==> src/rtl/rmq_pkg.sv <==
// shared widths, codes and word types for the rotation matrix to quaternion core
`timescale 1ns / 1ps
package rmq_pkg;

    localparam int DATA_WIDTH = 16;
    localparam int FRAC       = DATA_WIDTH - 2;

    // candidate = sum of three elements, pair = sum of two elements
    localparam int CAND_W = DATA_WIDTH + 2;
    localparam int PAIR_W = DATA_WIDTH + 1;
    localparam int MAG_W  = DATA_WIDTH + 1;

    // radicand (big + one) << (frac - 2) and its integer root
    localparam int RAD_W  = 2 * DATA_WIDTH - 2;
    localparam int ROOT_W = DATA_WIDTH - 1;

    // scaled pair divided by twice the root
    localparam int NUM_W = 2 * DATA_WIDTH - 2;
    localparam int DEN_W = DATA_WIDTH;
    localparam int QUO_W = DATA_WIDTH;

    localparam logic [DATA_WIDTH-1:0] ONE_VAL = DATA_WIDTH'(1) << FRAC;

    typedef enum logic [1:0] {
        SEL_X = 2'd0,
        SEL_Y = 2'd1,
        SEL_Z = 2'd2,
        SEL_W = 2'd3
    } sel_t;

    typedef struct packed {
        logic signed [DATA_WIDTH-1:0] m00;
        logic signed [DATA_WIDTH-1:0] m01;
        logic signed [DATA_WIDTH-1:0] m02;
        logic signed [DATA_WIDTH-1:0] m10;
        logic signed [DATA_WIDTH-1:0] m11;
        logic signed [DATA_WIDTH-1:0] m12;
        logic signed [DATA_WIDTH-1:0] m20;
        logic signed [DATA_WIDTH-1:0] m21;
        logic signed [DATA_WIDTH-1:0] m22;
    } matrix_t;

    typedef struct packed {
        logic signed [DATA_WIDTH-1:0] qx;
        logic signed [DATA_WIDTH-1:0] qy;
        logic signed [DATA_WIDTH-1:0] qz;
        logic signed [DATA_WIDTH-1:0] qw;
    } quat_t;

endpackage

==> src/rtl/rmq_sqrt_pipe.sv <==
// pipelined integer square root, one result bit per stage
`timescale 1ns / 1ps
module rmq_sqrt_pipe (
    input  logic                       clk,
    input  logic                       en,
    input  logic [rmq_pkg::RAD_W-1:0]  radicand,
    output logic [rmq_pkg::ROOT_W-1:0] root
);
    import rmq_pkg::*;

    logic [RAD_W-1:0]  rem_reg  [ROOT_W];
    logic [ROOT_W-1:0] root_reg [ROOT_W];

    for (genvar k = 0; k < ROOT_W; k++)
    begin : g_stage
        localparam int B = ROOT_W - 1 - k;

        logic [RAD_W-1:0]  rem_in;
        logic [ROOT_W-1:0] root_in;
        logic [RAD_W:0]    trial;
        logic              take;
        logic [RAD_W-1:0]  rem_next;
        logic [ROOT_W-1:0] root_next;

        if (k == 0)
        begin : g_first
            assign rem_in  = radicand;
            assign root_in = '0;
        end
        else
        begin : g_rest
            assign rem_in  = rem_reg[k-1];
            assign root_in = root_reg[k-1];
        end

        // (r + 2^b)^2 - r^2, root bits only sit above b
        assign trial     = ((RAD_W+1)'(root_in) << (B + 1)) | ((RAD_W+1)'(1) << (2 * B));
        assign take      = {1'b0, rem_in} >= trial;
        assign rem_next  = take ? rem_in - trial[RAD_W-1:0] : rem_in;
        assign root_next = root_in | (ROOT_W'(take) << B);

        always_ff @(posedge clk)
        begin
            if (en)
            begin
                rem_reg[k]  <= rem_next;
                root_reg[k] <= root_next;
            end
        end
    end

    assign root = root_reg[ROOT_W-1];

endmodule

==> config.mk <==
export PLATFORM = sky130hd
export DESIGN_NAME = rmq_sqrt_pipe
export DESIGN_NICKNAME = d
export VERILOG_FILES = /design/src/rtl/rmq_pkg.sv /design/src/rtl/rmq_sqrt_pipe.sv
export SDC_FILE = /design/constraint.sdc
export NUM_CORES = 1
export LEC_CHECK = 0
export ABC_AREA = 1
export BUFFER_PORTS_ARGS = -buffer_cell sky130_fd_sc_hd__buf_2
export CORE_MARGIN = 4
export CORE_UTILIZATION = 40
export DETAILED_ROUTE_END_ITERATION = 12
export GPL_TIMING_DRIVEN = 0
export HOLD_SLACK_MARGIN = 0.03
export PLACE_DENSITY_LB_ADDON = 0.1
export SLEW_MARGIN = 20
export SYNTH_ARGS = -nofsm -noshare
export SYNTH_HDL_FRONTEND = slang
export SYNTH_SLANG_ARGS = --single-unit
export TNS_END_PERCENT = 30
==> constraint.sdc <==
create_clock -name clk -period 2.8 [get_ports clk]
set_input_delay 0.42 -clock clk [delete_from_list [all_inputs] [get_ports clk]]
set_output_delay 0.42 -clock clk [all_outputs]
set_load 0.01 [all_outputs]
Yosys cells after proc, flatten, opt, wreduce, memory -nomap -nowiden
Memories as Yosys holds them, arrays and structs flattened.
Index checks and enable logic that the tools add are counted.
{"block": "word_totals", "reg_bits": 0, "word_cells": 63, "output_inout_bits": 15, "memories": 2, "ram_bits": 675, "inputBits": 32}
{"name": "rem_reg", "words": 15, "word_bits": 30, "rd": 14, "rd_ports_with_merged_regs": 0, "wr": 15, "line": "rmq_sqrt_pipe.sv:11", "text": "logic [RAD_W-1:0] rem_reg [ROOT_W];"}
{"name": "root_reg", "words": 15, "word_bits": 15, "rd": 15, "rd_ports_with_merged_regs": 0, "wr": 15, "line": "rmq_sqrt_pipe.sv:12", "text": "logic [ROOT_W-1:0] root_reg [ROOT_W];"}
{"block": "classes", "n_lt_le_gt_ge": 15, "n_mux": 17, "bitwise": 14, "n_addsub": 15}
{"op": "$mux W30", "n": 15}
{"op": "$ge A30 B16 Y1", "n": 1}
{"op": "$ge A30 B17 Y1", "n": 1}
{"op": "$ge A30 B18 Y1", "n": 1}
{"op": "$ge A30 B19 Y1", "n": 1}
{"op": "$ge A30 B20 Y1", "n": 1}
{"op": "$ge A30 B21 Y1", "n": 1}
{"op": "$ge A30 B22 Y1", "n": 1}
{"op": "$ge A30 B23 Y1", "n": 1}
{"op": "$ge A30 B24 Y1", "n": 1}
{"op": "$ge A30 B25 Y1", "n": 1}
{"op": "$ge A30 B26 Y1", "n": 1}
{"op": "$ge A30 B27 Y1", "n": 1}
{"op": "$ge A30 B28 Y1", "n": 1}
{"op": "$ge A30 B29 Y1", "n": 1}
{"op": "$ge A30 B29 Y1 const B", "n": 1}
{"op": "$sub A30 B16 Y30", "n": 1}
{"op": "$sub A30 B17 Y30", "n": 1}
{"op": "$sub A30 B18 Y30", "n": 1}
{"op": "$sub A30 B19 Y30", "n": 1}
{"op": "$sub A30 B20 Y30", "n": 1}
{"op": "$sub A30 B21 Y30", "n": 1}
{"op": "$sub A30 B22 Y30", "n": 1}
{"op": "$sub A30 B23 Y30", "n": 1}
{"op": "22 further kinds", "n": 23}

Logic depth before layout (Yosys ltp)
Gate-level depths: netlist (run 1).
An unclocked memory read counts as a cell.
{"block": "depth", "depth_word": 3, "ltp_mapped": 15, "depth_no_buf": 14}

Least setup slack after synthesis (run 1)
No wires, ideal clock.
{"block": "synth_path", "kind": "register -> register", "startpoint": "memory rem_reg[11][17] (netlist name)", "endpoint": "memory rem_reg[12][12] (netlist name) (data pin)", "setup_ns": 0.257, "path_buffers": 2, "t_arrival_ns": 1.724, "stages_incl_launch_ff": 12, "setup_slack_ns": 0.819, "synth_period_minus_slack_ns": 1.981, "path_cell_list": "edfxtp_1 ha_1 a21oi_2 nand2_1 nor2_2 nand2_1 nor2_2 nand2_2 inv_2 buf_6 buf_8 o21ai_2"}
{"element": "from (decl)", "line": "rmq_sqrt_pipe.sv:11"}

==> summary.txt, run 1 <==
Routing
  • Total length of routed wires: between 70000 and 80000 µm
  • Vias per cell: roughly 4.9
  • Routed Antenna Nets: 0
  • Starting DRT DRC Count: ~1400
  • Initial DRT Pass Iterations: 5
  • Vias: 21700
  • DR WL/cell: 16.5 µm
  • Residual DRC: 0

Yosys
  • Main area contributors after synthesis: edfxtp_1 (55%), nand2_1 (13%), inv_1 (6.8%)
  • Main combinational cell family by area after synthesis: simple AND/OR/NAND/NOR gates
  • Compound-gate portion of the synthesized area: 4.84%
  • Share of the synthesized area in the top cell type: 54.8%
  • Number of warning messages in the yosys log: 0
  • Unique masters post-synth: 43
  • Register area share after synthesis: between 50% and 60%
  • Most common cell in the netlist: nand2_1
  • Synth Cell Area: 0.0296 mm²
  • Area leader, netlist: edfxtp_1
  • Mapped Cells: 3300
  • Number of synthesized register bits: 540
  • Commonest cells in the synthesized netlist: nand2_1 (995), edfxtp_1 (540), inv_1 (540), nor2_1 (346), nand3_1 (190)
  • Mapped Nets: approximately 3500
  • Post-synthesis async set-or-reset flop share: 0%
  • Leading register cell type out of synthesis: edfxtp_1
  • Xor and xnor area share after synthesis: 2.87%
  • Avg Cell Area, Syn: 8.97 µm²
  • Post-Synth Simple-Gate Area: 24.2%
  • Mux cell area share after synthesis: 0%
  • Post-synth EDFFs: 540
  • Post-Synth Adder-Cell Area: 5.54%

Power and ir drop
  • Psw: 7.42 mW
  • Pwr Density: 721 mW/mm²
  • Clk pwr share: 33.4%
  • Logic pwr share: 21.6%
  • Sequential Power Share: 45.1%
  • Internal power: 16.8 mW
  • Max IR drop VDD: 553 µV
  • Switching power share of the total: 30.7%
  • LEAKAGE: 14.8 nW
  • Tot Pwr: 24.2 mW

Timing
  • Measured slew at the worst slew-check pin: 0.848 ns
  • Max Slew Vio Count: 0
  • Clock skew after layout: between 0.05 and 0.06 ns
  • RSZ-0062 raised after global routing: no
  • Setup TNS: 0 ns
  • Minimum clock period: 2.59 ns
  • Setup ws final: 0.212 ns
  • FMAX: just under 400 MHz
  • Setup violations, final: 0
  • Final hold vios: 0
  • Slew HR: between 40% and 50%
  • Final cycle utilization of the critical path: 92.4%

Clocking
  • Root Driver: clkbuf_16
  • Clock transition at path regs: 0.06 ns
  • Sink Count: 540
  • CTS H-tree depth: 2
  • Bufs on Longest Clock Path: 3
  • Clk_lat worst skew: 0.65 ns
  • CTS tree: built
  • CTS buffer count: 61

Floorplan
  • Starting Density: approximately two fifths
  • Die area: between 0.07 and 0.08 mm²
  • Core area: 0.0732 mm²
  • DIE WIDTH: 280 µm
  • Rows: 99
  • IO Pins: 47
  • Die Ht: 280 µm

Setup path
  • Worst r2r src: rem_reg[8][12]
  • Reg-to-Reg End: rem_reg[9][29]
  • Worst setup path end: rem_reg[9][29]
  • Peak fanout along the critical path: 10
  • FF-to-FF path depth: 12
  • Worst EP required: between 3 and 4 ns
  • Setup crit start kind: register
  • Reg2Reg Setup Slack: 0.21 ns
  • WS Path Type: reg2reg
  • Critical path arrival: 2.97 ns
  • Worst setup startpoint: rem_reg[8][12]
  • Critical path endpoint category: register

Placement
  • PortBufs: 46
  • Placed instance count: 4310
  • Final GP Congestion: 0.916
  • DP Area: 0.0312 mm²
  • Pre-CTS setup slack: -0.330 ns
  • DP HPWL: 57600 µm

Global route
  • GR Overflow Total: 0
  • First-pass GRT wire length: between 100000 and 150000 µm
  • Tot GR Track Use: between 10% and 20%
  • Initial antenna violation count: 0
  • Largest net degree at the start of global routing: 106
  • Vias in the first global route: approximately 21000

Min path
  • Hold/Removal Path Class: in2reg
  • Critical hold path startpoint: en

Cells and area
  • Area growth syn-to-layout: 13.4%
  • NumNets Final: between 3000 and 4000
  • Layout cell share with drive strength beyond 1: under 10%
  • Non-Filler Instances: 4455
  • Final instance area: 0.0336 mm²
  • Number of flip-flops in the largest register: 420
  • Number of antenna diodes: 0

Flow run
  • Max Cap Viol: 0

Outcome
  • Status: finished, final reports clean
-- layer usage --
| layer | global-route usage, % | vias to the layer above | wire (µm) |
|---|---|---|---|
| li1 | - | 11100 | - |
| met1 | 24.9 | 10100 | 33200 |
| met2 | 32.4 | 377 | 35300 |
| met3 | 2.39 | 115 | 2800 |
| met4 | 5.59 | 0 | 1980 |
| met5 | 0 | - | 0 |
-- metrics by stage --
step / hold WS [ns] / utilization [%]
floorplan: 0.417 / -
global placement: 0.430 / 42.4
detailed placement: 0.428 / 42.6
CTS: 0.240 / 45.8
global route: 0.261 / 45.8
finish: 0.249 / 45.8
-- final cells by class --
cell class                 instances  area, µm²
clock inverter                    38        479
buffer                            27        223
timing repair buffer              82        688
inverter                         550       2060
fill                            7013      39700
clock buffer                      76       1580
sequential                       540      16200
multi-input combinational       2183      11100
tap                              959       1200
-- cell families (layout without fill, tap and decap cells) --
family,count (synthesis),count (layout)
adder cells (fa/ha/maj),131,131
buffers and inverters,577,773
AND/OR/NAND/NOR,1713,1713
flip-flops,540,540
XOR/XNOR,97,97
AO/OA/AOI/OAI,242,242
-- worst min path at each step --
stage,end,depth (start not counted)
after floorplan,rem_reg[7][13],0
after detailed placement,rem_reg[6][8],0
after global routing,rem_reg[7][28],1
after global placement,rem_reg[1][22],0
after CTS,rem_reg[6][28],1
final,rem_reg[7][26],1
-- timing repair --
| item | in CTS | in global routing |
|---|---|---|
| pin swaps | 0 | 0 |
| gates resized for setup | 1 | 1 |
| endpoints found under the setup margin | 7 | 6 |
| setup buffers | 0 | 0 |
| endpoints found under the hold margin | 31 | 0 |
| hold buffers | 31 | 0 |
-- critical path: stages (launching register included) --
cell	delay [ns]
edfxtp_1	0.40
ha_1	0.38
inv_1	0.11
nor2_1	0.10
nand2_1	0.06
nor2_1	0.23
nand3_1	0.19
nand2_1	0.12
inv_1	0.07
nand2_4	0.12
inv_2	0.09
buf_6	0.15
a21oi_1	0.30
-- power groups by stage --
| stage | Clock (mW) | Sequential [mW] | Combinational (mW) |
|---|---|---|---|
| 2_1_floorplan | 0 | 10.7 | 3.82 |
| 3_3_place_gp | 0 | 11.2 | 5.11 |
| 3_5_place_dp | 0 | 11.1 | 5.18 |
| 4_1_cts | 8.35 | 10.9 | 5.24 |
| 5_1_grt | 8.75 | 11.0 | 6.00 |
| 6_report | 8.07 | 10.9 | 5.22 |
-- layout by cell type (no fill, tap or decap), drive strengths merged, types with 4 or more instances in the layout --
cell type    instances
a21boi               5
a21o                 5
a21oi              116
and2                 4
buf                 75
bufinv               8
clkbuf              79
clkinv              26
dlygate4sd3         31
edfxtp             540
ha                 131
inv                551
nand2             1009
nand3              194
nand3b              25
nand4               56
nor2               361
nor3                28
nor4                 7
o211ai               7
o21ai               97
o21bai               7
or2                 25
xnor2               48
xor2                49
Note: power is estimated with default switching activity, not from simulation.
==> run 2, diff against run 1 <==
CTS_BUF_LIST = sky130_fd_sc_hd__clkbuf_8   (was default)
==> summary.txt, run 2 (synthesis results as in run 1) <==
Timing
  • Final cycle utilization of the critical path: 92.7% (was 92.4%)
  • Setup violations, final: 0 (unchanged)
  • FMAX: 385 MHz (was 386 MHz)
  • RSZ-0062 raised after global routing: no (unchanged)
  • Measured slew at the worst slew-check pin: 0.879 ns (was 0.848 ns)
  • Max Slew Vio Count: 0 (unchanged)
  • Setup ws final: 0.205 ns (was 0.212 ns)
  • Setup TNS: 0 ns (unchanged)
  • Slew HR: 40.8% (was 42.9%)
  • Final hold vios: 0 (unchanged)
  • Minimum clock period: 2.60 ns (was 2.59 ns)
  • Clock skew after layout: 0.0405 ns (was 0.0526 ns)
  • Worst hold-check slack: 0.192 ns (was 0.249 ns)

Setup path
  • FF-to-FF path depth: 12 (unchanged)
  • Worst EP required: 3.24 ns (was 3.19 ns)
  • Reg2Reg Setup Slack: 0.20 ns (was 0.21 ns)
  • Setup crit start kind: register (unchanged)
  • Reg-to-Reg End: rem_reg[7][21] (was rem_reg[9][29])
  • Peak fanout along the critical path: 10 (unchanged)
  • WS Path Type: reg2reg (unchanged)
  • Worst r2r src: root_reg[6][14] (was rem_reg[8][12])
  • Critical path endpoint category: register (unchanged)
  • Critical path arrival: 3.03 ns (was 2.97 ns)

Routing
  • Routed Antenna Nets: 0 (unchanged)
  • Residual DRC: 0 (unchanged)
  • Vias: 21800 (was 21700)
  • DR WL/cell: 16.4 µm (was 16.5 µm)
  • Vias per cell: 4.83 (was 4.86)
  • Total length of routed wires: 73900 µm (was 73300 µm)
  • Starting DRT DRC Count: 1448 (was 1442)
  • Initial DRT Pass Iterations: 5 (unchanged)

Placement
  • Final GP Congestion: 0.916 (unchanged)
  • DP Area: 0.0312 mm² (unchanged)
  • Pre-CTS setup slack: -0.330 ns (unchanged)
  • PortBufs: 46 (unchanged)
  • DP HPWL: 57600 µm (unchanged)

Power and ir drop
  • Max IR drop VDD: 491 µV (was 553 µV)
  • Pwr Density: 695 mW/mm² (was 721 mW/mm²)
  • LEAKAGE: 14.9 nW (was 14.8 nW)

Global route
  • Met1 Resource Use GR: 24.7% (was 24.9%)
  • Met3 Usage GRT: 3.00% (was 2.39%)
  • Largest net degree at the start of global routing: 106 (unchanged)
  • GRT Max-Usage Layer: met2 (unchanged)
  • Initial antenna violation count: 1 (was 0)
  • Vias in the first global route: 21700 (was 21400)
  • Tot GR Track Use: 18.9% (was 18.8%)
  • First-pass GRT wire length: 117000 µm (about the same)
  • Met2 usage: 32.6% (was 32.4%)
  • GR Overflow Total: 0 (unchanged)

Floorplan
  • IO Pins: 47 (unchanged)
  • Die area: 0.0784 mm² (unchanged)
  • Starting Density: 40.4% (unchanged)
  • Rows: 99 (unchanged)
  • Core area: 0.0732 mm² (unchanged)
  • DIE WIDTH: 280 µm (unchanged)
  • Die Ht: 280 µm (unchanged)

Cells and area
  • Commonest non-fill, non-tap cells in the layout: nand2_1 (995), inv_1 (569), edfxtp_1 (540), nor2_1 (345), nand3_1 (189) (was nand2_1 (995), inv_1 (540), edfxtp_1 (540), nor2_1 (345), nand3_1 (189))
  • Multi-input logic area: 0.0111 mm² (unchanged)
  • Commonest non-fill, non-tap cell in the layout: nand2_1 (unchanged)
  • Layout cell share with drive strength beyond 1: 8.74% (was 7.95%)
  • FF+latch area: 0.0162 mm² (unchanged)
  • Filler cells: 7104 (was 7013)
  • Final instance area: 0.0333 mm² (was 0.0336 mm²)
  • Number of flip-flops in the largest register: 420 (unchanged)
  • NumNets Final: 3643 (was 3608)
  • Area growth syn-to-layout: 12.6% (was 13.4%)

Clocking
  • Sink Count: 540 (unchanged)
  • Clock transition at path regs: 0.06 ns (about the same)
  • Post-CTS Setup Bufs: 0 (unchanged)
  • Root Driver: clkbuf_8 (was clkbuf_16)
  • CTS H-tree depth: 3 (was 2)
  • CTS buffer count: 96 (was 61)
  • CTS tree: built (unchanged)
  • Bufs on Longest Clock Path: 3 (unchanged)
  • Clk_lat worst skew: 0.71 ns (was 0.65 ns)

Min path
  • Hold depth: 1 (unchanged)
  • Hold path endpoint: rem_reg[6][23] (was rem_reg[7][26])
  • Critical hold path startpoint: en (unchanged)
  • Hold/Removal Path Class: in2reg (unchanged)

Outcome
  • Status: finished, final reports clean (unchanged)

Flow run
  • Max Cap Viol: 0 (unchanged)
run 2: worst max-delay path: stages, from the launching register on:
cell      delay [ns]
edfxtp_1        0.44
inv_1           0.07
ha_1            0.31
inv_1           0.10
nor3_2          0.22
inv_1           0.13
nor2_2          0.19
nand3_2         0.18
nand3_2         0.23
inv_1           0.09
buf_2           0.19
nand2_1         0.08
o21ai_1         0.08
run 2: layout make-up:
class | count | share of cell area [%]
Sequential cell | 540 | 48.6
Multi-Input combinational cell | 2183 | 33.3
Inverter | 550 | 6.19
Clock buffer | 96 | 3.96
Tap cell | 959 | 3.60
Timing Repair Buffer | 82 | 2.06
Clock inverter | 80 | 1.57
Buffer | 27 | 0.668
Antenna cell | 1 | 0.00751
run 2: through the flow:
stage               total power, mW  cells  utilization, %
finish                         23.2   4518            45.5
global route                   24.8   4518            45.5
CTS                            23.5   4517            45.5
detailed placement             16.3   4310            42.6
global placement               16.3   4305            42.4
floorplan                      14.5   3300               -
run 2: how the worst max path moves through the flow:
stage	from	endpoint	slack, ns	depth (start not counted)
CTS	root_reg[6][13]	rem_reg[7][21]	0.02	12
finish	root_reg[6][14]	rem_reg[7][21]	0.20	12
global route	root_reg[6][13]	rem_reg[7][21]	0.06	12
detailed placement	en	root_reg[13][14]	-0.33	5
floorplan	rem_reg[11][17]	rem_reg[12][12]	0.82	11
global placement	en	root_reg[13][14]	-6.71	1
run 2: power by group:
part | internal (mW) | switching [mW]
sequential | 10.2 | 0.736
combinational | 1.83 | 3.39
clock | 3.65 | 3.39
total | 15.7 | 7.52
run 2: what timing repair did:
| action | in CTS | in global routing |
|---|---|---|
| hold endpoints to repair | 31 | 0 |
| resized for setup | 1 | 1 |
| gates cloned | 0 | 0 |
| setup endpoints to repair | 7 | 6 |
| hold buffers | 31 | 0 |
run 2: routing by layer:
layer / part of all wire [%] / vias to the layer above / routed length (µm)
li1: - / 11100 / -
met3: 3.9 / 128 / 2920
met4: 2.7 / 0 / 2020
met1: 45 / 10100 / 33300
met5: 0 / - / 0
met2: 48 / 433 / 35600
