$ cat src/rtl/rmq_pkg.sv
// shared widths, codes and word types for the rotation matrix to quaternion core
`timescale 1ns / 1ps
package rmq_pkg;

    localparam int DATA_WIDTH = 16;
    localparam int FRAC       = DATA_WIDTH - 2;

    // candidate = sum of three elements, pair = sum of two elements
    localparam int CAND_W = DATA_WIDTH + 2;
    localparam int PAIR_W = DATA_WIDTH + 1;
    localparam int MAG_W  = DATA_WIDTH + 1;

    // radicand (big + one) << (frac - 2) and its integer root
    localparam int RAD_W  = 2 * DATA_WIDTH - 2;
    localparam int ROOT_W = DATA_WIDTH - 1;

    // scaled pair divided by twice the root
    localparam int NUM_W = 2 * DATA_WIDTH - 2;
    localparam int DEN_W = DATA_WIDTH;
    localparam int QUO_W = DATA_WIDTH;

    localparam logic [DATA_WIDTH-1:0] ONE_VAL = DATA_WIDTH'(1) << FRAC;

    typedef enum logic [1:0] {
        SEL_X = 2'd0,
        SEL_Y = 2'd1,
        SEL_Z = 2'd2,
        SEL_W = 2'd3
    } sel_t;

    typedef struct packed {
        logic signed [DATA_WIDTH-1:0] m00;
        logic signed [DATA_WIDTH-1:0] m01;
        logic signed [DATA_WIDTH-1:0] m02;
        logic signed [DATA_WIDTH-1:0] m10;
        logic signed [DATA_WIDTH-1:0] m11;
        logic signed [DATA_WIDTH-1:0] m12;
        logic signed [DATA_WIDTH-1:0] m20;
        logic signed [DATA_WIDTH-1:0] m21;
        logic signed [DATA_WIDTH-1:0] m22;
    } matrix_t;

    typedef struct packed {
        logic signed [DATA_WIDTH-1:0] qx;
        logic signed [DATA_WIDTH-1:0] qy;
        logic signed [DATA_WIDTH-1:0] qz;
        logic signed [DATA_WIDTH-1:0] qw;
    } quat_t;

endpackage

$ cat src/rtl/rmq_div_pipe.sv
// pipelined restoring divider, one quotient bit per stage
`timescale 1ns / 1ps
module rmq_div_pipe (
    input  logic                      clk,
    input  logic                      en,
    input  logic [rmq_pkg::NUM_W-1:0] num,
    input  logic [rmq_pkg::DEN_W-1:0] den,
    output logic [rmq_pkg::QUO_W-1:0] quo
);
    import rmq_pkg::*;

    localparam int XW = DEN_W + QUO_W;

    logic [NUM_W-1:0] rem_reg [QUO_W];
    logic [DEN_W-1:0] den_reg [QUO_W];
    logic [QUO_W-1:0] quo_reg [QUO_W];

    for (genvar i = 0; i < QUO_W; i++)
    begin : g_stage
        localparam int B = QUO_W - 1 - i;

        logic [NUM_W-1:0] rem_in;
        logic [DEN_W-1:0] den_in;
        logic [QUO_W-1:0] quo_in;
        logic [XW-1:0]    trial;
        logic             take;
        logic [NUM_W-1:0] rem_next;
        logic [QUO_W-1:0] quo_next;

        if (i == 0)
        begin : g_first
            assign rem_in = num;
            assign den_in = den;
            assign quo_in = '0;
        end
        else
        begin : g_rest
            assign rem_in = rem_reg[i-1];
            assign den_in = den_reg[i-1];
            assign quo_in = quo_reg[i-1];
        end

        assign trial    = XW'(den_in) << B;
        assign take     = XW'(rem_in) >= trial;
        assign rem_next = take ? rem_in - trial[NUM_W-1:0] : rem_in;
        assign quo_next = quo_in | (QUO_W'(take) << B);

        always_ff @(posedge clk)
        begin
            if (en)
            begin
                rem_reg[i] <= rem_next;
                den_reg[i] <= den_in;
                quo_reg[i] <= quo_next;
            end
        end
    end

    assign quo = quo_reg[QUO_W-1];

endmodule
$ cat config.mk
export PLATFORM = sky130hd
export DESIGN_NAME = rmq_div_pipe
export DESIGN_NICKNAME = d
export VERILOG_FILES = /design/src/rtl/rmq_pkg.sv /design/src/rtl/rmq_div_pipe.sv
export SDC_FILE = /design/constraint.sdc
export NUM_CORES = 1
export LEC_CHECK = 0
export ABC_CLOCK_PERIOD_IN_PS = 3250
export BUFFER_PORTS_ARGS = -buffer_cell sky130_fd_sc_hd__buf_2
export CAP_MARGIN = 20
export CORE_ASPECT_RATIO = 0.8
export CORE_MARGIN = 1
export CORE_UTILIZATION = 45
export DETAILED_ROUTE_END_ITERATION = 8
export GPL_ROUTABILITY_DRIVEN = 1
export PLACE_DENSITY = 0.69
export SYNTH_ARGS = -nofsm -noshare
export SYNTH_HDL_FRONTEND = slang
export SYNTH_SLANG_ARGS = --single-unit
$ cat constraint.sdc
create_clock -name clk -period 3.25 [get_ports clk]
set_input_delay 0 -clock clk [delete_from_list [all_inputs] [get_ports clk]]
set_output_delay 0 -clock clk [all_outputs]
set_load 0.02 [all_outputs]
# ---- Word-level counts from Yosys, hierarchy flattened
# Memory sizes are Yosys's and may differ from the RTL's.
# Cells that the tools add are included.
dict set report classes {
  n_addsub 16
  magnitude_cmp 16
  mux 18
  bitwise_logic 15
}
# cell n
set ops {}
lappend ops {{30-bit 2-to-1 mux} 16}
lappend ops {{30-bit subtractor} 2}
lappend ops {{30-bit by 31-bit greater-or-equal comparator with 1-bit output} 1}
lappend ops {{30-bit by 16-bit greater-or-equal comparator with 1-bit output} 1}
lappend ops {{30-bit by 17-bit greater-or-equal comparator with 1-bit output} 1}
lappend ops {{30-bit by 18-bit greater-or-equal comparator with 1-bit output} 1}
lappend ops {{30-bit by 19-bit greater-or-equal comparator with 1-bit output} 1}
lappend ops {{30-bit by 20-bit greater-or-equal comparator with 1-bit output} 1}
lappend ops {{30-bit by 21-bit greater-or-equal comparator with 1-bit output} 1}
lappend ops {{30-bit by 22-bit greater-or-equal comparator with 1-bit output} 1}
lappend ops {{30-bit by 23-bit greater-or-equal comparator with 1-bit output} 1}
lappend ops {{30-bit by 24-bit greater-or-equal comparator with 1-bit output} 1}
lappend ops {{30-bit by 25-bit greater-or-equal comparator with 1-bit output} 1}
lappend ops {{30-bit by 26-bit greater-or-equal comparator with 1-bit output} 1}
lappend ops {{30-bit by 27-bit greater-or-equal comparator with 1-bit output} 1}
lappend ops {{30-bit by 28-bit greater-or-equal comparator with 1-bit output} 1}
lappend ops {{30-bit by 29-bit greater-or-equal comparator with 1-bit output} 1}
lappend ops {{30-bit greater-or-equal comparator} 1}
lappend ops {{30-bit by 16-bit subtractor with 30-bit output} 1}
lappend ops {{30-bit by 17-bit subtractor with 30-bit output} 1}
lappend ops {{30-bit by 18-bit subtractor with 30-bit output} 1}
lappend ops {{30-bit by 19-bit subtractor with 30-bit output} 1}
lappend ops {{30-bit by 20-bit subtractor with 30-bit output} 1}
lappend ops {{30-bit by 21-bit subtractor with 30-bit output} 1}
lappend ops {{24 further kinds} 25}
dict set report word_totals {
  ff_bits 0
  ramBits 992
  input_bits 48
  wordCells 68
  mem_count 3
}
# memory words word_bits rd rd_clocked_by_memory_dff write_ports line_no
set memory_table {}
lappend memory_table {rem_reg 16 30 15 0 16 rmq_div_pipe.sv:14} ;# logic [NUM_W-1:0] rem_reg [QUO_W];
lappend memory_table {den_reg 16 16 15 0 16 rmq_div_pipe.sv:15} ;# logic [DEN_W-1:0] den_reg [QUO_W];
lappend memory_table {quo_reg 16 16 16 0 16 rmq_div_pipe.sv:16} ;# logic [QUO_W-1:0] quo_reg [QUO_W];

# ---- Logic depth before layout (Yosys ltp)
# Gate-level depths: netlist (run 1).
# An unclocked memory read counts as a cell.
dict set report logic_depth {
  ltp_word 3
  depth_mapped 14
  depth_no_buf 13
}

# ---- Least setup slack after synthesis (run 1)
# Ideal clock, no wire load.
dict set report synth_path {
  path_type {register to register}
  start {memory rem_reg[1][6] in the netlist's numbering}
  end {memory rem_reg[1][39] in the netlist's numbering, data pin}
  setup_time_ns 0.260
  arrival_ns 2.996
  t_required_ns 2.990
  path_slack_ns -0.006
  stages_incl_launch_ff 12
  n_path_buf 1
  path_cell_list {edfxtp_1 > inv_1 > ha_1 > inv_1 > fa_1 > a211oi_1 > o21bai_1 > a2111oi_2 > o31ai_1 > a211oi_2 > buf_2 > mux2_2}
}
# item line_no
set synth_rtl {}
lappend synth_rtl {{from (decl)} rmq_div_pipe.sv:14}

==> qor.yml, run 1 <==
timing:
  setup_tns_ps: -191
  setup_ws_ps: -60.3
  drv_slew: 0
  slew_headroom_pct: 49.3
  period_minus_slack_ps: 3310
  rsz0062_at_grt: "yes"
  worstMarginPinSlew_ps: 760
  hold_viol: 0
  fmax_mhz: 302
  fin_crit_sh_pct: 102
  setup_viol: 6
  fin_skew_ps: 60.3
routing:
  avgRoutedWirePerCell_um: 18.3
  ant_nets: 0
  drc_errors: 0
  vias: 28400
  drt_wl_total_um: 94200
  drtIter0Drc: 2980
  first_pass_iters: 5
  via_per_inst: 5.52
logic_synthesis:
  synth_area_leaders: "edfxtp_1, ha_1, xnor2_1"
  syn_area_sq_mm: 0.0423
  ys.flop_type: "edfxtp_1"
  syn_area_per_cell_sq_um: 12.1
  synth_edf_count: 826
  synth-seq-cells: 826
  synth_cells: 3512
  synth_cell_types: 88
  ys_seq_area_share_pct: 58.6
  yosys_warnings: 0
  async_flop_share_pct: 0
  synth_largest_area_cell: "edfxtp_1"
  synth_top_area_share_pct: 58.6
  syn_nets: 3830
cts:
  cts_tree: "built"
  cts_max_level: 3
  insertion_delay_ps: 670
  clock_path_buffers: 3
  clock-sinks: 826
  path_clk_slew_ps: 60
  clock-root-buffer: "clkbuf_16"
  cts_buffers: 85
power_and_ir_drop:
  combPwrFrac_pct: 35.5
  p_int_w: 0.0271
  p_total_w: 0.0407
  ir_worst_vdd_mv: 0.518
  switchingPower_w: 0.0136
  seqPwrFrac_pct: 39.9
  power_switching_share_pct: 33.5
  p_per_area_mw_per_mm2: 819
  p_leak_nw: 19.2
  clockPowerShare_pct: 24.6
final_layout:
  stdcell_area_sq_mm: 0.0497
  final_common_cell: "edfxtp_1"
  final_cell_mix: "edfxtp_1, inv_1, a21oi_1, ha_1, nor2_1"
  drive_above_1_share_pct: 14.5
  fin_nets: 4174
  seq_area_sq_mm: 0.0248
  multi_input_area_sq_mm: 0.0165
  largest_register_ffs: 450
  syn_to_final_growth_pct: 17.3
  stdcell_count: 5148
  fillers: 7752
critical_path:
  worstSetupEndpointType: "register"
  critPathTopFamily: "compound AO/OA/AOI/OAI gates"
  crit_fanout: 9
  cp.depth: 12
  critical_path_required_ps: 3660
  rr_worst_depth: 12
  criticalPathCategory: "reg2reg"
  cpPeakStageDelay_ps: 400
  start_kind: "register"
  crit_chain: "inv_1, ha_2, inv_2, fa_2, nand4_1, a31oi_4, o32a_1, a311o_1, or3_1, a21oi_2, buf_12, mux2_4"
  critPathBufInv: 3
  critPathSlowestCell: "edfxtp_1"
  cp.arrival_ps: 3720
floorplan:
  design.core.area_sq_mm: 0.0931
  die_y_um: 276
  rows: 100
  initial_core_util_pct: 45.5
  die_area_sq_mm: 0.0953
  die_w_um: 345
  ioPinCount: 64
placement:
  io_buffer_count: 63
  dp.cells: 4915
  dpl_worst_slack_ps: -147
  dpl_cell_area_sq_mm: 0.0456
  gp_congestion: 0.934
  hpwl_um: 68800
grt:
  gr-total-overflow: 0
  grt_start_max_net_pins: 105
  grt_pass1_wl_um: 147000
  grt_pass1_vias: 26400
  track_usage_pct: 19.5
  antenna_found_initial: 2
run_status:
  status: "complete, but fails checks"
  violations: "negative setup slack"
run:
  maxCapViolCount: 0
worst_hold_path:
  min_delay_path_depth: 2
  hold_class: "in2reg"
[cell type report]
cell class	instances	area share, %
antenna	1	0.00504
clock buffer	97	4.37
clock inverter	57	1.42
inverter	328	2.48
multi-input combinational	2286	33.2
sequential	826	49.9
tap	1224	3.08
timing repair buffer	329	5.50
[kinds of logic after synthesis]
family	after synthesis	synth area share, %
buffers and inverters	400	3.60
and+or+nand+nor	865	10.3
DFF	826	58.6
AOI/OAI and AO/OA	825	12.2
muxes	66	1.75
xor gates and xnor gates	260	5.38
adders and majority gates	270	8.24
[worst reg2reg max path: stages, from the launching register on]
cell,delay (ps)
edfxtp_1,400
inv_1,80
ha_2,170
inv_2,40
fa_2,350
nand4_1,170
a31oi_4,140
o32a_1,360
a311o_1,310
or3_1,370
a21oi_2,190
buf_12,160
mux2_4,320
[layer usage]
layer | global-route usage (%) | up-vias | wire length, um
met5 | 0 | - | 0
met3 | 3.79 | 107 | 7710
met4 | 4.20 | 0 | 1420
met1 | 32.8 | 13600 | 48900
li1 | - | 13700 | -
met2 | 25.3 | 951 | 36100
[Yosys cell counts (15+ instances only)]
| cell type | number |
|---|---|
| a211oi_1 | 19 |
| o21ai_0 | 206 |
| inv_1 | 327 |
| xnor2_1 | 157 |
| nor3_1 | 54 |
| nand2b_1 | 30 |
| or3_1 | 29 |
| nand3_1 | 58 |
| mux2_2 | 60 |
| nor2b_1 | 38 |
| o31ai_1 | 24 |
| o21bai_1 | 27 |
| edfxtp_1 | 826 |
| a21o_1 | 87 |
| nor2_1 | 240 |
| or2_2 | 15 |
| nor4_1 | 37 |
| o31a_1 | 17 |
| a31oi_1 | 24 |
| o21a_1 | 39 |
| ha_1 | 255 |
| nand2_1 | 208 |
| a21oi_1 | 262 |
| clkbuf_1 | 55 |
| xor2_1 | 103 |
| nand4_1 | 46 |
| fa_1 | 15 |
| or4_1 | 15 |
[what timing repair did]
| item | CTS | global route |
|---|---|---|
| buffers inserted | 15 | 14 |
| pin swaps | 8 | 19 |
| hold buffers | 49 | 0 |
| hold endpoints to repair | 90 | 0 |
| endpoints found under the setup margin | 53 | 150 |
| resized for setup | 16 | 90 |
[power groups by stage]
stage / Combinational, W / Clock (W) / Sequential [W]
4_1_cts: 0.0139 / 0.0102 / 0.0162
6_report: 0.0145 / 0.0100 / 0.0162
3_5_place_dp: 0.0136 / 0 / 0.0164
3_3_place_gp: 0.0134 / 0 / 0.0164
5_1_grt: 0.0159 / 0.0106 / 0.0164
2_1_floorplan: 0.00984 / 0 / 0.0157
[metrics by stage]
stage,util (%),hold slack (ps)
detailed placement,49.0,193
global route,53.4,28.2
CTS,52.8,17.5
finish,53.4,63.6
floorplan,-,98.9
global placement,49.0,189
[final timing paths]
path / from / to / slack, ps
max: rem_reg[0][14]$_DFFE_PP_ / rem_reg[0][45]$_DFFE_PP_ / -60
min: den[14] / den_reg[0][14]$_DFFE_PP_ / 60
max reg2reg: rem_reg[0][14]$_DFFE_PP_ / rem_reg[0][45]$_DFFE_PP_ / -60
min reg2reg: den_reg[0][77]$_DFFE_PP_ / den_reg[0][93]$_DFFE_PP_ / 410
Note: power is estimated with default switching activity, not from simulation.
==> run 2: changes to the inputs <==
RECOVER_POWER = 25   (was unset)
==> run 2 against run 1 <==
  * The flow still finishes with violations (negative setup slack)
  * Utilization is essentially flat
  * Via count shrank 0.29%
  * Critical path type unchanged
  * Sequential share of layout area is essentially flat
  * Critical path depth is the same
  * Final cell count is the same
  * Clock power is essentially flat
  * Highest routed layer unchanged
==> qor.yml, run 2 (synthesis results as in run 1) <==
run_status:
  status: "complete, but fails checks"  # unchanged
  violations: "negative setup slack"  # unchanged
power_and_ir_drop:
  combPwrFrac_pct: 35.5  # about the same
  p_per_area_mw_per_mm2: 820  # was 819 mW/mm^2
  p_total_w: 0.0407  # about the same
  clockPowerShare_pct: 24.6  # about the same
  p_int_w: 0.0271  # about the same
  p_leak_nw: 19.2  # about the same
  seqPwrFrac_pct: 39.9  # about the same
  power_switching_share_pct: 33.5  # about the same
  ir_worst_vdd_mv: 0.517  # was 0.518 mV
  switchingPower_w: 0.0136  # about the same
cts:
  clock-sinks: 826  # unchanged
  cts_tree: "built"  # unchanged
  clock_path_buffers: 3  # unchanged
  cts_buffers: 85  # unchanged
  clock-root-buffer: "clkbuf_16"  # unchanged
  cts_max_level: 3  # unchanged
  insertion_delay_ps: 670  # about the same
  path_clk_slew_ps: 60  # about the same
critical_path:
  critPathSlowestCell: "edfxtp_1"  # unchanged
  crit_fanout: 9  # unchanged
  cp.arrival_ps: 3730  # was 3720 ps
  critPathBufInv: 3  # unchanged
  cp.depth: 12  # unchanged
  worstSetupEndpointType: "register"  # unchanged
  crit_chain: "inv_1, ha_2, inv_2, fa_2, nand4_1, a31oi_4, o32a_1, a311o_1, or3_1, a21oi_2, buf_12, mux2_4"  # unchanged
  r2r_slack_ps: -60  # about the same
  reg2reg_to: "rem_reg[0][45]$_DFFE_PP_"  # unchanged
  critPathTopFamily: "compound AO/OA/AOI/OAI gates"  # unchanged
  critical_path_required_ps: 3660  # about the same
  criticalPathCategory: "reg2reg"  # unchanged
  r2r_start: "rem_reg[0][14]$_DFFE_PP_"  # unchanged
  start_kind: "register"  # unchanged
  rr_worst_depth: 12  # unchanged
  cpPeakStageDelay_ps: 390  # was 400 ps
routing:
  via_per_inst: 5.50  # was 5.52
  vias: 28300  # was 28,400
  drc_errors: 0  # unchanged
  drt_wl_total_um: 94100  # was 94,200 um
  first_pass_iters: 5  # unchanged
  drtIter0Drc: 2977  # was 2,980
  avgRoutedWirePerCell_um: 18.3  # about the same
  ant_nets: 0  # unchanged
timing:
  hold_viol: 0  # unchanged
  drv_slew: 0  # unchanged
  setup_ws_ps: -63.7  # was -60.3 ps
  fin_skew_ps: 60.9  # was 60.3 ps
  period_minus_slack_ps: 3310  # about the same
  setup_viol: 4  # was 6
  slew_headroom_pct: 49.4  # was 49.3%
  fmax_mhz: 302  # about the same
  rsz0062_at_grt: "yes"  # unchanged
  fin_crit_sh_pct: 102  # about the same
  worstMarginPinSlew_ps: 759  # was 760 ps
final_layout:
  stdcell_area_sq_mm: 0.0496  # was 0.0497 sq mm
  largest_register_ffs: 450  # unchanged
  fin_nets: 4174  # unchanged
  fillers: 7768  # was 7,752
  final_common_cell: "edfxtp_1"  # unchanged
  drive_above_1_share_pct: 13.8  # was 14.5%
  syn_to_final_growth_pct: 17.2  # was 17.3%
  final_cell_mix: "edfxtp_1, inv_1, a21oi_1, ha_1, nor2_1"  # unchanged
floorplan:
  ioPinCount: 64  # unchanged
  rows: 100  # unchanged
  initial_core_util_pct: 45.5  # unchanged
  die_w_um: 345  # unchanged
  die_area_sq_mm: 0.0953  # unchanged
  die_y_um: 276  # unchanged
  design.core.area_sq_mm: 0.0931  # unchanged
grt:
  gr-total-overflow: 0  # unchanged
  grt_pass1_vias: 26400  # unchanged
  grt_start_max_net_pins: 105  # unchanged
  track_usage_pct: 19.5  # unchanged
  grt_pass1_wl_um: 147000  # unchanged
  antenna_found_initial: 2  # unchanged
placement:
  dpl_cell_area_sq_mm: 0.0456  # unchanged
  hpwl_um: 68800  # unchanged
  io_buffer_count: 63  # unchanged
  gp_congestion: 0.934  # unchanged
worst_hold_path:
  holdPathEnd: "den_reg[0][14]$_DFFE_PP_"  # unchanged
  min_delay_path_depth: 2  # unchanged
  hold_class: "in2reg"  # unchanged
  min_from: "den[14]"  # unchanged
run:
  maxCapViolCount: 0  # unchanged
## run 2: cell count changes in the layout (fill, tap and decap cells not counted)
cell,before,now
clkbuf_2,0,1
clkbuf_1,12,38
buf_2,62,35
## run 2: timing repair
item	CTS	global route
setup buffers	15	14
resized for setup	16	90
pin swaps	8	19
endpoints found under the setup margin	53	150
hold buffers	49	0
hold endpoints to repair	90	0
## run 2: stage by stage
stage | utilization, % | worst slack, ps | hold slack (ps) | std cells | TNS, ps
2_1_floorplan | - | 29.3 | 98.9 | 3512 | 0
3_3_place_gp | 49.0 | -123 | 189 | 4915 | -1350
3_5_place_dp | 49.0 | -147 | 193 | 4915 | -2220
4_1_cts | 52.8 | 0.0584 | 17.5 | 5133 | 0
5_1_grt | 53.3 | -165 | 28.2 | 5148 | -1430
6_report | 53.3 | -63.7 | 63.5 | 5148 | -175
## run 2: how the worst max path moves through the flow
stage                     slack, ps                 startpoint                        end
after floorplan                  30    rem_reg[1][6]$_DFFE_PP_   rem_reg[1][39]$_DFFE_PP_
after global placement         -120   rem_reg[1][20]$_DFFE_PP_   rem_reg[1][57]$_DFFE_PP_
after detailed placement       -150  rem_reg[1][122]$_DFFE_PP_  rem_reg[1][178]$_DFFE_PP_
after CTS                      0.06   rem_reg[1][20]$_DFFE_PP_   rem_reg[1][57]$_DFFE_PP_
after global routing           -160   rem_reg[1][93]$_DFFE_PP_  rem_reg[1][147]$_DFFE_PP_
final                           -60   rem_reg[0][14]$_DFFE_PP_   rem_reg[0][45]$_DFFE_PP_
## run 2: final cells by class
type	instances	area (sq um)	share of cell area, %
diodes	1	2.50	0.00504
clock buffers	97	2170	4.38
clock inverters	57	707	1.42
inverters	328	1230	2.48
multi-input cells	2286	16500	33.2
flip-flops and latches	826	24800	50.0
well taps	1224	1530	3.09
repair buffers	329	2700	5.44
## run 2: metal layers
metal / global-route usage, % / vias up / wire length (um)
met3: 3.79 / 114 / 7510
met5: 0 / - / 0
met1: 32.8 / 13600 / 49000
met4: 4.20 / 0 / 1440
met2: 25.3 / 884 / 36100
li1: - / 13700 / -
## run 2: power by group through the flow
stage               Clock [W]  Combinational, W  Sequential [W]
floorplan                   0           0.00984          0.0157
global placement            0            0.0134          0.0164
detailed placement          0            0.0136          0.0164
CTS                    0.0102            0.0139          0.0162
global route           0.0106            0.0159          0.0164
finish                 0.0100            0.0144          0.0162
